File: config.mk
export PLATFORM = sky130hd
export DESIGN_NAME = fastcgi_record_parser_top
export DESIGN_NICKNAME = d
export VERILOG_FILES = /design/src/design/fcgi_pkg.sv /design/src/design/fastcgi_record_parser_top.sv
export VERILOG_INCLUDE_DIRS = /design/src /design/src/design
export SDC_FILE = /design/constraint.sdc
export NUM_CORES = 1
export LEC_CHECK = 0
export BUFFER_PORTS_ARGS = -buffer_cell sky130_fd_sc_hd__buf_2
export CAP_MARGIN = 20
export CELL_PAD_IN_SITES_DETAIL_PLACEMENT = 0
export CELL_PAD_IN_SITES_GLOBAL_PLACEMENT = 2
export CORE_MARGIN = 4
export CORE_UTILIZATION = 33
export CTS_CLUSTER_DIAMETER = 60
export DETAILED_ROUTE_END_ITERATION = 7
export PLACE_DENSITY_LB_ADDON = 0.2
export SLEW_MARGIN = 20
export SYNTH_ARGS = -nofsm -noshare
export SYNTH_HDL_FRONTEND = slang
export SYNTH_SLANG_ARGS = --single-unit
File: constraint.sdc
create_clock -name i_clk -period 12 [get_ports i_clk]
set_clock_uncertainty 0.1 [all_clocks]
set_input_delay 0 -clock i_clk [delete_from_list [all_inputs] [get_ports i_clk]]
set_output_delay 0 -clock i_clk [all_outputs]
set_load 0.03 [all_outputs]
File: src/design/fastcgi_record_parser_top_assert.svh
// assertion macros for the fastcgi record parser
// expects i_clk and i_rst_n in the scope where a macro is used
`ifndef FASTCGI_RECORD_PARSER_TOP_ASSERT_SVH
`define FASTCGI_RECORD_PARSER_TOP_ASSERT_SVH

// consequent must hold in the same cycle as the antecedent
`define FCGI_ASSERT_NOW(lbl, ante, cons, msg) \
    lbl: assert property (@(posedge i_clk) disable iff (!i_rst_n) (ante) |-> (cons)) \
        else $error(msg);

// consequent must hold in the cycle after the antecedent
`define FCGI_ASSERT_NEXT(lbl, ante, cons, msg) \
    lbl: assert property (@(posedge i_clk) disable iff (!i_rst_n) (ante) |=> (cons)) \
        else $error(msg);

`endif

File: src/design/fcgi_pkg.sv
// shared types and constants for the fastcgi record parser
// no dependencies
package fcgi_pkg;

    typedef enum logic [3:0] {
        PH_HEADER = 4'd0,
        PH_BEGIN  = 4'd1,
        PH_NLEN   = 4'd2,
        PH_VLEN   = 4'd3,
        PH_NAME   = 4'd4,
        PH_VALUE  = 4'd5,
        PH_STDIN  = 4'd6,
        PH_SKIP   = 4'd7,
        PH_PAD    = 4'd8
    } t_phase;

    typedef enum logic [2:0] {
        EV_HEADER = 3'd0,
        EV_BEGIN  = 3'd1,
        EV_PAIR   = 3'd2,
        EV_NAME   = 3'd3,
        EV_VALUE  = 3'd4,
        EV_STDIN  = 3'd5,
        EV_TRUNC  = 3'd6,
        EV_NONE   = 3'd7
    } t_event;

    localparam logic [7:0] REC_BEGIN  = 8'd1;
    localparam logic [7:0] REC_PARAMS = 8'd4;
    localparam logic [7:0] REC_STDIN  = 8'd5;

    localparam logic [7:0] TOP_BIT   = 8'h80;
    localparam logic [7:0] LOW_SEVEN = 8'h7f;

    localparam logic [2:0] BEGIN_BODY_BYTES = 3'd3;
    localparam logic [2:0] LONG_LEN_BYTES   = 3'd3;

endpackage

File: src/design/fastcgi_record_parser_top.sv
// fastcgi record stream parser, one byte per cycle while no result is held waiting
// depends on fcgi_pkg and fastcgi_record_parser_top_assert.svh
//
// channel   direction  handshake                  payload
// in        to block   i_in_valid / o_in_ready    i_stream_byte, i_stream_start
// out       from block o_out_valid / i_out_ready  o_event_kind .. o_record_end
//
// one byte per cycle sustained while no result waits; each result is registered
// the byte goes through an input register, then one pass of the phase logic into
// the result register; bytes that give no event still take their pass
// synchronous active-low reset clears all parser state; i_stream_start restarts in band
// a waiting result holds the pass, the input register still takes one more byte if empty
module fastcgi_record_parser_top
    import fcgi_pkg::*;
(
    input  logic        i_clk,
    input  logic        i_rst_n,
    input  logic        i_in_valid,
    output logic        o_in_ready,
    input  logic [7:0]  i_stream_byte,
    input  logic        i_stream_start,
    output logic        o_out_valid,
    input  logic        i_out_ready,
    output logic [2:0]  o_event_kind,
    output logic [7:0]  o_proto_version,
    output logic [7:0]  o_record_kind,
    output logic [15:0] o_request_number,
    output logic [15:0] o_body_length,
    output logic [7:0]  o_pad_length,
    output logic [15:0] o_app_role,
    output logic [7:0]  o_begin_flags,
    output logic [30:0] o_name_length,
    output logic [30:0] o_value_length,
    output logic [7:0]  o_payload_byte,
    output logic        o_record_end
);

    // input register
    logic        r_in_valid;
    logic [7:0]  r_in_byte;
    logic        r_in_start;

    // parser state
    t_phase      r_phase, n_phase;
    logic [2:0]  r_pos, n_pos;
    logic [63:0] r_hdr, n_hdr;
    logic [15:0] r_content, n_content;
    logic [7:0]  r_pad, n_pad;
    logic [30:0] r_gather, n_gather;
    logic [30:0] r_name, n_name;
    logic [30:0] r_value, n_value;

    // result register
    logic        r_out_valid;
    logic [2:0]  r_ev_kind;
    logic [63:0] r_ev_hdr;
    logic [15:0] r_ev_role;
    logic [7:0]  r_ev_flags;
    logic [30:0] r_ev_nlen;
    logic [30:0] r_ev_vlen;
    logic [7:0]  r_ev_payload;
    logic        r_ev_end;

    // state as seen by the current byte, after an in-band restart
    t_phase      c_phase;
    logic [2:0]  c_pos;
    logic [63:0] c_hdr;
    logic [15:0] c_content;
    logic [7:0]  c_pad;
    logic [30:0] c_gather;
    logic [30:0] c_name;
    logic [30:0] c_value;

    logic        w_fire;
    logic [2:0]  w_pos_inc;
    logic [2:0]  w_pos_dec;
    logic [23:0] w_begin_word;
    logic [30:0] w_gather_word;
    logic [2:0]  w_gather_pos;
    logic        w_gather_done;
    logic        w_in_content;
    logic        w_content_end;
    logic        w_pair_done;
    t_phase      w_mid_phase;
    logic [30:0] w_name_mid;
    logic [30:0] w_value_mid;
    logic        w_hdr_done;
    logic        w_pad_done;
    logic        w_content_phase;

    t_event      w_ev_kind;
    logic        w_ev_valid;
    logic [15:0] w_ev_role;
    logic [7:0]  w_ev_flags;
    logic [30:0] w_ev_nlen;
    logic [30:0] w_ev_vlen;
    logic [7:0]  w_ev_payload;
    logic        w_ev_end;

    assign w_fire     = r_in_valid && (!r_out_valid || i_out_ready);
    assign o_in_ready = !r_in_valid || w_fire;

    assign c_phase   = r_in_start ? PH_HEADER : r_phase;
    assign c_pos     = r_in_start ? 3'd0 : r_pos;
    assign c_hdr     = r_in_start ? 64'd0 : r_hdr;
    assign c_content = r_in_start ? 16'd0 : r_content;
    assign c_pad     = r_in_start ? 8'd0 : r_pad;
    assign c_gather  = r_in_start ? 31'd0 : r_gather;
    assign c_name    = r_in_start ? 31'd0 : r_name;
    assign c_value   = r_in_start ? 31'd0 : r_value;

    assign w_pos_inc    = c_pos + 3'd1;
    assign w_pos_dec    = c_pos - 3'd1;
    assign w_begin_word = {c_gather[15:0], r_in_byte};

    // pair length byte: one byte, or four with the top bit set, high byte first
    always_comb begin
        w_gather_word = c_gather;
        w_gather_pos  = c_pos;
        w_gather_done = 1'b0;
        if (c_pos == 3'd0) begin
            if ((r_in_byte & TOP_BIT) != 8'd0) begin
                w_gather_word = {r_in_byte[6:0] & LOW_SEVEN[6:0], 24'd0};
                w_gather_pos  = LONG_LEN_BYTES;
            end else begin
                w_gather_word = {23'd0, r_in_byte};
                w_gather_done = 1'b1;
            end
        end else begin
            unique case (w_pos_dec[1:0])
                2'd0: w_gather_word = c_gather | {23'd0, r_in_byte};
                2'd1: w_gather_word = c_gather | {15'd0, r_in_byte, 8'd0};
                2'd2: w_gather_word = c_gather | {7'd0, r_in_byte, 16'd0};
                default: w_gather_word = c_gather | {r_in_byte[6:0], 24'd0};
            endcase
            w_gather_pos  = w_pos_dec;
            w_gather_done = (w_pos_dec == 3'd0);
        end
    end

    // next state
    always_comb begin
        n_phase      = c_phase;
        n_pos        = c_pos;
        n_hdr        = c_hdr;
        n_content    = c_content;
        n_pad        = c_pad;
        n_gather     = c_gather;
        n_name       = c_name;
        n_value      = c_value;
        w_in_content = 1'b0;
        w_pair_done  = 1'b0;
        w_hdr_done   = 1'b0;
        w_pad_done   = 1'b0;

        unique case (c_phase)
            PH_BEGIN: begin
                w_in_content = 1'b1;
                n_gather     = {7'd0, w_begin_word};
                n_pos        = w_pos_inc;
                if (w_pos_inc >= BEGIN_BODY_BYTES) begin
                    n_phase = PH_SKIP;
                end
            end
            PH_NLEN: begin
                w_in_content = 1'b1;
                n_gather     = w_gather_word;
                n_pos        = w_gather_pos;
                if (w_gather_done) begin
                    n_name   = w_gather_word;
                    n_gather = 31'd0;
                    n_phase  = PH_VLEN;
                end
            end
            PH_VLEN: begin
                w_in_content = 1'b1;
                n_gather     = w_gather_word;
                n_pos        = w_gather_pos;
                if (w_gather_done) begin
                    n_value  = w_gather_word;
                    n_gather = 31'd0;
                    priority if (c_name != 31'd0) begin
                        n_phase = PH_NAME;
                    end else if (w_gather_word != 31'd0) begin
                        n_phase = PH_VALUE;
                    end else begin
                        n_phase     = PH_NLEN;
                        w_pair_done = 1'b1;
                    end
                end
            end
            PH_NAME: begin
                w_in_content = 1'b1;
                n_name       = c_name - 31'd1;
                if (n_name == 31'd0) begin
                    if (c_value != 31'd0) begin
                        n_phase = PH_VALUE;
                    end else begin
                        n_phase     = PH_NLEN;
                        w_pair_done = 1'b1;
                    end
                end
            end
            PH_VALUE: begin
                w_in_content = 1'b1;
                n_value      = c_value - 31'd1;
                if (n_value == 31'd0) begin
                    n_phase     = PH_NLEN;
                    w_pair_done = 1'b1;
                end
            end
            PH_STDIN, PH_SKIP: begin
                w_in_content = 1'b1;
            end
            PH_PAD: begin
                n_pad = c_pad - 8'd1;
                if (n_pad == 8'd0) begin
                    n_phase    = PH_HEADER;
                    w_pad_done = 1'b1;
                end
            end
            default: begin
                n_hdr   = {c_hdr[55:0], r_in_byte};
                n_pos   = w_pos_inc;
                n_phase = PH_HEADER;
                if (w_pos_inc == 3'd0) begin
                    w_hdr_done = 1'b1;
                    n_content  = n_hdr[31:16];
                    n_pad      = n_hdr[15:8];
                    n_gather   = 31'd0;
                    n_name     = 31'd0;
                    n_value    = 31'd0;
                    priority if (n_hdr[31:16] == 16'd0) begin
                        n_phase = (n_hdr[15:8] != 8'd0) ? PH_PAD : PH_HEADER;
                    end else if (n_hdr[55:48] == REC_BEGIN) begin
                        n_phase = PH_BEGIN;
                    end else if (n_hdr[55:48] == REC_PARAMS) begin
                        n_phase = PH_NLEN;
                    end else if (n_hdr[55:48] == REC_STDIN) begin
                        n_phase = PH_STDIN;
                    end else begin
                        n_phase = PH_SKIP;
                    end
                end
            end
        endcase

        w_mid_phase   = n_phase;
        w_name_mid    = n_name;
        w_value_mid   = n_value;
        w_content_end = 1'b0;

        if (w_in_content) begin
            n_content = c_content - 16'd1;
            if (n_content == 16'd0) begin
                w_content_end = 1'b1;
                n_pos         = 3'd0;
                n_gather      = 31'd0;
                n_name        = 31'd0;
                n_value       = 31'd0;
                n_phase       = (c_pad != 8'd0) ? PH_PAD : PH_HEADER;
            end
        end
    end

    // event for the current byte
    always_comb begin
        w_ev_kind    = EV_NONE;
        w_ev_role    = 16'd0;
        w_ev_flags   = 8'd0;
        w_ev_nlen    = 31'd0;
        w_ev_vlen    = 31'd0;
        w_ev_payload = 8'd0;
        w_ev_end     = 1'b0;

        unique case (c_phase)
            PH_BEGIN: begin
                if (w_pos_inc >= BEGIN_BODY_BYTES) begin
                    w_ev_kind  = EV_BEGIN;
                    w_ev_role  = w_begin_word[23:8];
                    w_ev_flags = w_begin_word[7:0];
                end
            end
            PH_VLEN: begin
                if (w_gather_done) begin
                    w_ev_kind = EV_PAIR;
                    w_ev_nlen = c_name;
                    w_ev_vlen = w_gather_word;
                end
            end
            PH_NAME: begin
                w_ev_kind    = EV_NAME;
                w_ev_payload = r_in_byte;
            end
            PH_VALUE: begin
                w_ev_kind    = EV_VALUE;
                w_ev_payload = r_in_byte;
            end
            PH_STDIN: begin
                w_ev_kind    = EV_STDIN;
                w_ev_payload = r_in_byte;
            end
            PH_PAD: begin
                w_ev_end = w_pad_done;
            end
            PH_NLEN, PH_SKIP: begin
                w_ev_kind = EV_NONE;
            end
            default: begin
                if (w_hdr_done) begin
                    w_ev_kind = EV_HEADER;
                    w_ev_end  = (n_hdr[31:16] == 16'd0) && (n_hdr[15:8] == 8'd0);
                end
            end
        endcase

        if (w_content_end) begin
            w_ev_end = (c_pad == 8'd0);
            // params content ran out in the middle of a pair
            if ((w_mid_phase == PH_NLEN || w_mid_phase == PH_VLEN ||
                 w_mid_phase == PH_NAME || w_mid_phase == PH_VALUE) && !w_pair_done) begin
                w_ev_kind    = EV_TRUNC;
                w_ev_payload = r_in_byte;
                w_ev_nlen    = w_name_mid;
                w_ev_vlen    = w_value_mid;
                w_ev_role    = 16'd0;
                w_ev_flags   = 8'd0;
            end
        end

        w_ev_valid = (w_ev_kind != EV_NONE) || w_ev_end;
        // a silent byte that closes the record repeats the header
        if (w_ev_kind == EV_NONE) begin
            w_ev_kind = EV_HEADER;
        end
    end

    always_ff @(posedge i_clk) begin
        if (!i_rst_n) begin
            r_in_valid <= 1'b0;
        end else if (o_in_ready) begin
            r_in_valid <= i_in_valid;
        end
    end

    always_ff @(posedge i_clk) begin
        if (o_in_ready) begin
            r_in_byte  <= i_stream_byte;
            r_in_start <= i_stream_start;
        end
    end

    always_ff @(posedge i_clk) begin
        if (!i_rst_n) begin
            r_phase   <= PH_HEADER;
            r_pos     <= 3'd0;
            r_hdr     <= 64'd0;
            r_content <= 16'd0;
            r_pad     <= 8'd0;
            r_gather  <= 31'd0;
            r_name    <= 31'd0;
            r_value   <= 31'd0;
        end else if (w_fire) begin
            r_phase   <= n_phase;
            r_pos     <= n_pos;
            r_hdr     <= n_hdr;
            r_content <= n_content;
            r_pad     <= n_pad;
            r_gather  <= n_gather;
            r_name    <= n_name;
            r_value   <= n_value;
        end
    end

    always_ff @(posedge i_clk) begin
        if (!i_rst_n) begin
            r_out_valid <= 1'b0;
        end else if (w_fire) begin
            r_out_valid <= w_ev_valid;
        end else if (i_out_ready) begin
            r_out_valid <= 1'b0;
        end
    end

    always_ff @(posedge i_clk) begin
        if (w_fire && w_ev_valid) begin
            r_ev_kind    <= w_ev_kind;
            r_ev_hdr     <= n_hdr;
            r_ev_role    <= w_ev_role;
            r_ev_flags   <= w_ev_flags;
            r_ev_nlen    <= w_ev_nlen;
            r_ev_vlen    <= w_ev_vlen;
            r_ev_payload <= w_ev_payload;
            r_ev_end     <= w_ev_end;
        end
    end

    assign o_out_valid      = r_out_valid;
    assign o_event_kind     = r_ev_kind;
    assign o_proto_version  = r_ev_hdr[63:56];
    assign o_record_kind    = r_ev_hdr[55:48];
    assign o_request_number = r_ev_hdr[47:32];
    assign o_body_length    = r_ev_hdr[31:16];
    assign o_pad_length     = r_ev_hdr[15:8];
    assign o_app_role       = r_ev_role;
    assign o_begin_flags    = r_ev_flags;
    assign o_name_length    = r_ev_nlen;
    assign o_value_length   = r_ev_vlen;
    assign o_payload_byte   = r_ev_payload;
    assign o_record_end     = r_ev_end;

    assign w_content_phase = (r_phase == PH_BEGIN) || (r_phase == PH_NLEN) ||
                             (r_phase == PH_VLEN) || (r_phase == PH_NAME) ||
                             (r_phase == PH_VALUE) || (r_phase == PH_STDIN) ||
                             (r_phase == PH_SKIP);

`include "fastcgi_record_parser_top_assert.svh"

    `FCGI_ASSERT_NOW(a_pad_live, r_phase == PH_PAD, r_pad != 8'd0, "pad phase with no pad left")
    `FCGI_ASSERT_NOW(a_content_live, w_content_phase, r_content != 16'd0, "content phase, none left")
    `FCGI_ASSERT_NEXT(a_silent_byte, w_fire && !w_ev_valid, !r_out_valid, "no-event byte gave result")
    `FCGI_ASSERT_NEXT(a_in_held, r_in_valid && !w_fire, r_in_valid, "stalled request lost")

endmodule
# Word-level counts from Yosys, hierarchy flattened

Index checks and enable logic that the tools add are counted.

$add $sub $neg: 6
Magnitude comparators: 1
Equality and inequality tests: 19
Muxes and demuxes: 101
Bitwise operators: 4
Reduce and logical (&&, ||, !) cells: 40

Operators with widths:

| kind                  | number |
|---|---|
| $mux 31               | 25 |
| $pmux 31 s3           | 4 |
| $mux 16               | 8 |
| $mux 64               | 2 |
| $reduce_bool 31->1    | 3 |
| $mux 8                | 9 |
| $logic_not 31->1      | 2 |
| $sub 31x1->31 const B | 2 |
| $mux 4                | 13 |
| $logic_not 16->1      | 3 |
| $mux 3                | 15 |
| $or 31x16->31         | 1 |
| $or 31x24->31         | 1 |
| $or 31x31->31         | 1 |
| $or 31x8->31          | 1 |
| $pmux 4 s7            | 1 |
| $eq 4x3->1 const B    | 6 |
| $logic_not 8->1       | 3 |
| $mux 1                | 19 |
| $pmux 3 s6            | 1 |
| $eq 4x2->1 const B    | 4 |
| $eq 8x3->1 const B    | 2 |
| $pmux 8 s2            | 1 |
| $reduce_bool 8->1     | 2 |
| other kinds (27)      | 42 |

Bits in registers: 361
Output and inout port bits: 156
Logic and storage cells: 191

# Logic depth before layout (Yosys ltp)

Word-level depth: 20
Mapped depth: 24

# Least setup slack after synthesis

No wires, ideal clock.

Kind: register -> register
Start point: register r_in_start
End point: register r_ev_role[0] (netlist: o_app_role[0]), enable pin
Data arrival time: 12030 ps
Setup slack: -848 ps
Cell stages (with the launch flop): 21
Path buffers: 7
Clock period less this slack: 12848 ps
Path through: edfxtp_1 -> clkbuf_1 -> inv_1 -> clkbuf_1 -> clkbuf_1 -> clkbuf_1 -> nand2_1 -> ha_1 -> clkbuf_1 -> nor4_1 -> a211oi_1 -> a211o_1 -> or4_1 -> nor4_1 -> a31oi_1 -> o21ai_0 -> o31ai_1 -> nand4bb_2 -> buf_6 -> buf_2 -> a21oi_1

Longest elaborated chain between the ends: 20
Elaborated cells between the ends (all ways): 107

RTL lines:

| item                               | line                             | text |
|---|---|---|
| from (decl)                        | fastcgi_record_parser_top.sv:41  | `logic r_in_start;` |
| from (signal assigned)             | fastcgi_record_parser_top.sv:349 | `r_in_start <= i_stream_start;` |
| $mux 3                             | fastcgi_record_parser_top.sv:104 | `assign c_pos = r_in_start ? 3'd0 : r_pos;` |
| $sub 3x1->3                        | fastcgi_record_parser_top.sv:113 | `assign w_pos_dec = c_pos - 3'd1;` |
| $eq 2x2->1 (tied with other cells) | fastcgi_record_parser_top.sv:130 | `unique case (w_pos_dec[1:0])` |
| $pmux 31 s3                        | fastcgi_record_parser_top.sv:130 |  |
| $mux 31                            | fastcgi_record_parser_top.sv:121 | `if (c_pos == 3'd0) begin` |
| $reduce_bool 31->1                 | fastcgi_record_parser_top.sv:184 | `end else if (w_gather_word != 31'd0) begin` |
| $mux 3                             | fastcgi_record_parser_top.sv:184 |  |
| $mux 3                             | fastcgi_record_parser_top.sv:182 | `priority if (c_name != 31'd0) begin` |
| [... 3 more ...]                   | -                                |  |
| $logic_or 1x1->1 (2 in series)     | fastcgi_record_parser_top.sv:320 | `if ((w_mid_phase == PH_NLEN \|\| w_mid_phase == PH_VLEN \|\|` |
| $logic_or 1x1->1                   | fastcgi_record_parser_top.sv:321 | `w_mid_phase == PH_NAME \|\| w_mid_phase == PH_VALUE) && !w_pair_done) begin` |
| $logic_and 1x1->1                  | fastcgi_record_parser_top.sv:321 |  |
| $mux 3                             | fastcgi_record_parser_top.sv:320 |  |
| $mux 3                             | fastcgi_record_parser_top.sv:317 | `if (w_content_end) begin` |
| $ne 3x3->1                         | fastcgi_record_parser_top.sv:331 | `w_ev_valid = (w_ev_kind != EV_NONE) \|\| w_ev_end;` |
| $logic_or 1x1->1 (*)               | fastcgi_record_parser_top.sv:331 |  |
| $logic_and 1x1->1 (*)              | fastcgi_record_parser_top.sv:386 | `if (w_fire && w_ev_valid) begin` |
| to (signal assigned)               | fastcgi_record_parser_top.sv:389 | `r_ev_role <= w_ev_role;` |
| to (decl)                          | fastcgi_record_parser_top.sv:57  | `logic [15:0] r_ev_role;` |

Every way passes the cells marked *; elsewhere a longest branch is shown, timed or not.
A chain may end at the register's enable or synchronous reset.

# Final worst setup path

Start point: register r_in_start
End point: register r_ev_hdr[60], enable pin

Longest elaborated chain between the ends: 20
Elaborated cells between the ends (all ways): 107

RTL lines:

| item                               | line                             | text |
|---|---|---|
| $mux 3                             | fastcgi_record_parser_top.sv:104 |  |
| $sub 3x1->3                        | fastcgi_record_parser_top.sv:113 |  |
| $eq 2x2->1 (tied with other cells) | fastcgi_record_parser_top.sv:130 |  |
| $pmux 31 s3                        | fastcgi_record_parser_top.sv:130 |  |
| $mux 31                            | fastcgi_record_parser_top.sv:121 |  |
| $reduce_bool 31->1                 | fastcgi_record_parser_top.sv:184 |  |
| $mux 3                             | fastcgi_record_parser_top.sv:184 |  |
| $mux 3                             | fastcgi_record_parser_top.sv:182 |  |
| [... 3 more ...]                   | -                                |  |
| $logic_or 1x1->1 (2 in series)     | fastcgi_record_parser_top.sv:320 |  |
| $logic_or 1x1->1                   | fastcgi_record_parser_top.sv:321 |  |
| $logic_and 1x1->1                  | fastcgi_record_parser_top.sv:321 |  |
| $mux 3                             | fastcgi_record_parser_top.sv:320 |  |
| $mux 3                             | fastcgi_record_parser_top.sv:317 |  |
| $ne 3x3->1                         | fastcgi_record_parser_top.sv:331 |  |
| $logic_or 1x1->1 (*)               | fastcgi_record_parser_top.sv:331 |  |
| $logic_and 1x1->1 (*)              | fastcgi_record_parser_top.sv:386 |  |
| to (signal assigned)               | fastcgi_record_parser_top.sv:388 | `r_ev_hdr <= n_hdr;` |
| to (decl)                          | fastcgi_record_parser_top.sv:56  | `logic [63:0] r_ev_hdr;` |

Marks and branches as above.

==> run summary <==
Top Ports: 169
Layout area overhead: 14.7%
switching power: 0.689 mW
DRT antenna net count: 0
Most common cell on crit path: buf_4
Clock power frac: 0.498
worst hold path type: input pin to flip-flop
number of global-route vias before repair: 18700
H-tree levels: 2
row count: 91
DRT iter0 DRCs: 1664
WHS Path Cells: 2
CTS resizes: 0
CORE AREA: 61600 sq um
Die Span X: 257 um
Place WS: 4.48 ns
worst reg2reg path depth: 17
Post-synth top flop: dfxtp_1
Clock transition at path regs: 0.06 ns
Final Hold Viols: 0
pins over their slew limit: 0
Initial Util: 0.333
crit-path cells: buf_12 > nand2b_1 > inv_1 > ha_1 > nor4_1 > a211oi_2 > buf_4 > a211o_1 > or4_1 > nor4_1 > a31oi_1 > o21ai_0 > o31ai_1 > nand4bb_4 > a21oi_4 > buf_4 > buf_4
CTS tree: yes
RR Startpoint: r_in_start
Skew-Pair Late Insertion Delay: 0.59 ns
DR pass1 iterations: 7
Layout Nets: 2510
Post-Syn Instances: 2443
Clock Tree Buf Depth: 3
Fill cells: 6333
Max-Slew Margin vs Limit: 0.285
Sequential Power Share: 0.452
Power Density: 119 nW/um^2
R2R setup slack: 4.60 ns
Residual DRC: 0
status: finished clean
crit path max fanout: 133
die height: 257 um
Least-Margin Pin Slew: 1.06 ns
clock sink count: 353
share of cells above drive strength 1: 0.133
GRT Util Overall: 0.230
Hold Crit Start: i_stream_byte[4]
hold_ws: 0.0266 ns
Total Wirelength: 78900 um
port buffer count: 168
P_int: 2.12 mW
delay-heaviest family, CP: simple AND/OR/NAND/NOR gates
Worst setup SP type: flip-flop
multi-input combinational cell area: 10900 sq um
via count: 19200
Max Cap Violations: 0
Syn Std Cell Area: 20500 sq um
# setup viols final: 0
Synth cell types: 83
placed instance count: 3253
hold worst-path end: r_in_byte[4]
period utilization: 0.616
Post-synth EDFFs: 163
gr ovfl total: 0
peak supply drop: 76.8 uV
wire per inst: 23.5 um
RR Endpoint: r_ev_hdr[60]
CTS buffer count: 47
Fmax achieved: 0.135 GHz
CP startpoint: r_in_start
post-DR vias/cell: 5.73
Root Driver: clkbuf_16
yosys warns: 0
Syn Nets: 2473
largest net degree at the start of global routing: 134
Seq/Total Area, Yosys: 0.424
DP Wirelength: 53000 um
switch share: 0.246
Reg area: 8700 sq um
slowest stage delay, CP: 0.77 ns
Worst path slowest cell: buf_4
syn_area_per_cell: 8.40 sq um
CP required: 12.11 ns
diode count: 0
Static Leak: 8.05 nW
Tmin final: 7.40 ns
initial antenna violation count: 0
first-pass GRT wire length: 120000 um
DIE AREA: 66200 sq um
critical path class: flip-flop to flip-flop
Yosys reg bits: 353
Critical path buffers and inverters: 5
crit path DAT: 7.51 ns
combinational share of power: 0.050
Final WS setup: 4.60 ns
Finished Layout Cells: 3356
GPL Wtd Cong: 0.906
unrepaired setup endpoints after global routing: no
FFs w/ async S/R, synth: 0
crit end category: flip-flop
TNS Setup: 0 ns
[cells in the final DEF, fill, tap and decap left out, types with 38 or more instances in the layout]
cell	netlist	final
a21boi_0	81	81
a21oi_1	180	179
a22oi_1	66	66
buf_2	6	167
clkbuf_16	0	48
dfxtp_1	190	190
edfxtp_1	163	163
mux2i_1	53	53
nand2_1	440	439
nand3_1	38	38
nor2_1	145	140
nor2b_1	103	102
nor3_1	103	99
nor4_1	43	43
o21ai_0	99	99
[logic make-up (layout without fill, tap and decap cells)]
family | Yosys count | count (layout) | share of synthesized area
buffers and inverters | 250 | 326 | 0.0486
adders and majority gates | 17 | 17 | 0.0104
DFF | 353 | 353 | 0.424
AOI/OAI and AO/OA | 659 | 659 | 0.217
xor gates and xnor gates | 31 | 31 | 0.0132
muxes | 70 | 70 | 0.0352
and+or+nand+nor | 1063 | 1063 | 0.252
[worst max-delay path by stage]
stage	endpoint	depth (start not counted)
after floorplan	o_app_role[0]	20
after global placement	r_ev_hdr[48]	17
after detailed placement	r_ev_hdr[48]	17
after CTS	r_ev_hdr[27]	17
after global routing	r_ev_hdr[27]	17
final	r_ev_hdr[60]	17
[cell usage after synthesis, types with 12 or more instances]
library cell | n | area, sq um
a32oi_1 | 19 | 166
o22ai_1 | 18 | 113
mux2_2 | 17 | 191
o21ai_0 | 99 | 495
nor2b_1 | 103 | 644
ha_1 | 17 | 213
nand2_1 | 440 | 1650
and2_1 | 35 | 219
dfxtp_1 | 190 | 3800
and3_1 | 39 | 244
nand4_1 | 20 | 125
or3_1 | 19 | 119
a211oi_1 | 18 | 135
edfxtp_1 | 163 | 4890
a221oi_1 | 12 | 105
nand2b_1 | 14 | 87.6
mux2i_1 | 53 | 531
inv_1 | 23 | 86.3
clkbuf_1 | 193 | 724
xor2_1 | 14 | 123
a21oi_1 | 180 | 901
nand3_1 | 38 | 190
o211a_1 | 12 | 120
a21boi_0 | 81 | 608
nor4_1 | 43 | 269
o221ai_1 | 13 | 114
or4_1 | 18 | 135
nor3_1 | 103 | 515
xnor2_1 | 17 | 149
a22oi_1 | 66 | 495
nor2_1 | 145 | 544
buf_1 | 19 | 71.3
[through the flow]
step,total power [mW],util,area (sq um)
global placement,1.43,0.355,21800
floorplan,1.38,-,20500
global route,2.91,0.382,23500
CTS,2.84,0.382,23500
detailed placement,1.43,0.355,21800
finish,2.81,0.382,23500
[state kept, by name, summed over array words and instances (netlist names)]
name,count
r_pos,3
o_record_end,1
r_pad,8
o_value_length,31
o_begin_flags,8
o_app_role,16
r_in_byte,8
r_name,31
r_phase,4
o_name_length,31
o_out_valid,1
r_in_valid,1
o_payload_byte,8
r_value,31
r_hdr,64
r_ev_hdr,56
r_content,16
r_gather,31
o_event_kind,3
r_in_start,1
[power groups by stage]
stage | clock (mW) | sequential, mW | combinational (mW)
after floorplan | 0 | 1.28 | 0.0959
after global placement | 0 | 1.29 | 0.135
after detailed placement | 0 | 1.29 | 0.136
after CTS | 1.44 | 1.27 | 0.140
after global routing | 1.49 | 1.27 | 0.152
final | 1.40 | 1.27 | 0.140
[layer usage]
layer,global-route usage,part of all wire,vias to the layer above
met3,0.0306,0.051,126
li1,-,-,8999
met5,0,0,-
met1,0.303,0.44,9468
met2,0.385,0.47,625
met4,0.0873,0.037,0
[worst register-to-register path: cells and delay by family, from the launching register on]
family | cells | cell delay (ns)
and+or+nand+nor | 5 | 2.47
adders and majority gates | 1 | 0.33
buffers and inverters | 5 | 2.27
AOI/OAI and AO/OA | 6 | 1.38
DFF | 1 | 0.40
[area by class of cell]
class,count,share of cell area
clock buffers,59,0.0536
clock inverters,29,0.0116
inverters,24,0.00383
multi-input cells,1840,0.464
flip-flops and latches,353,0.370
well taps,837,0.0445
repair buffers,214,0.0526
[timing repair]
item	in CTS	in global routing
hold endpoints to repair	62	0
buffers inserted	0	0
hold buffers	15	0
Note: power is estimated with default switching activity, not from simulation.
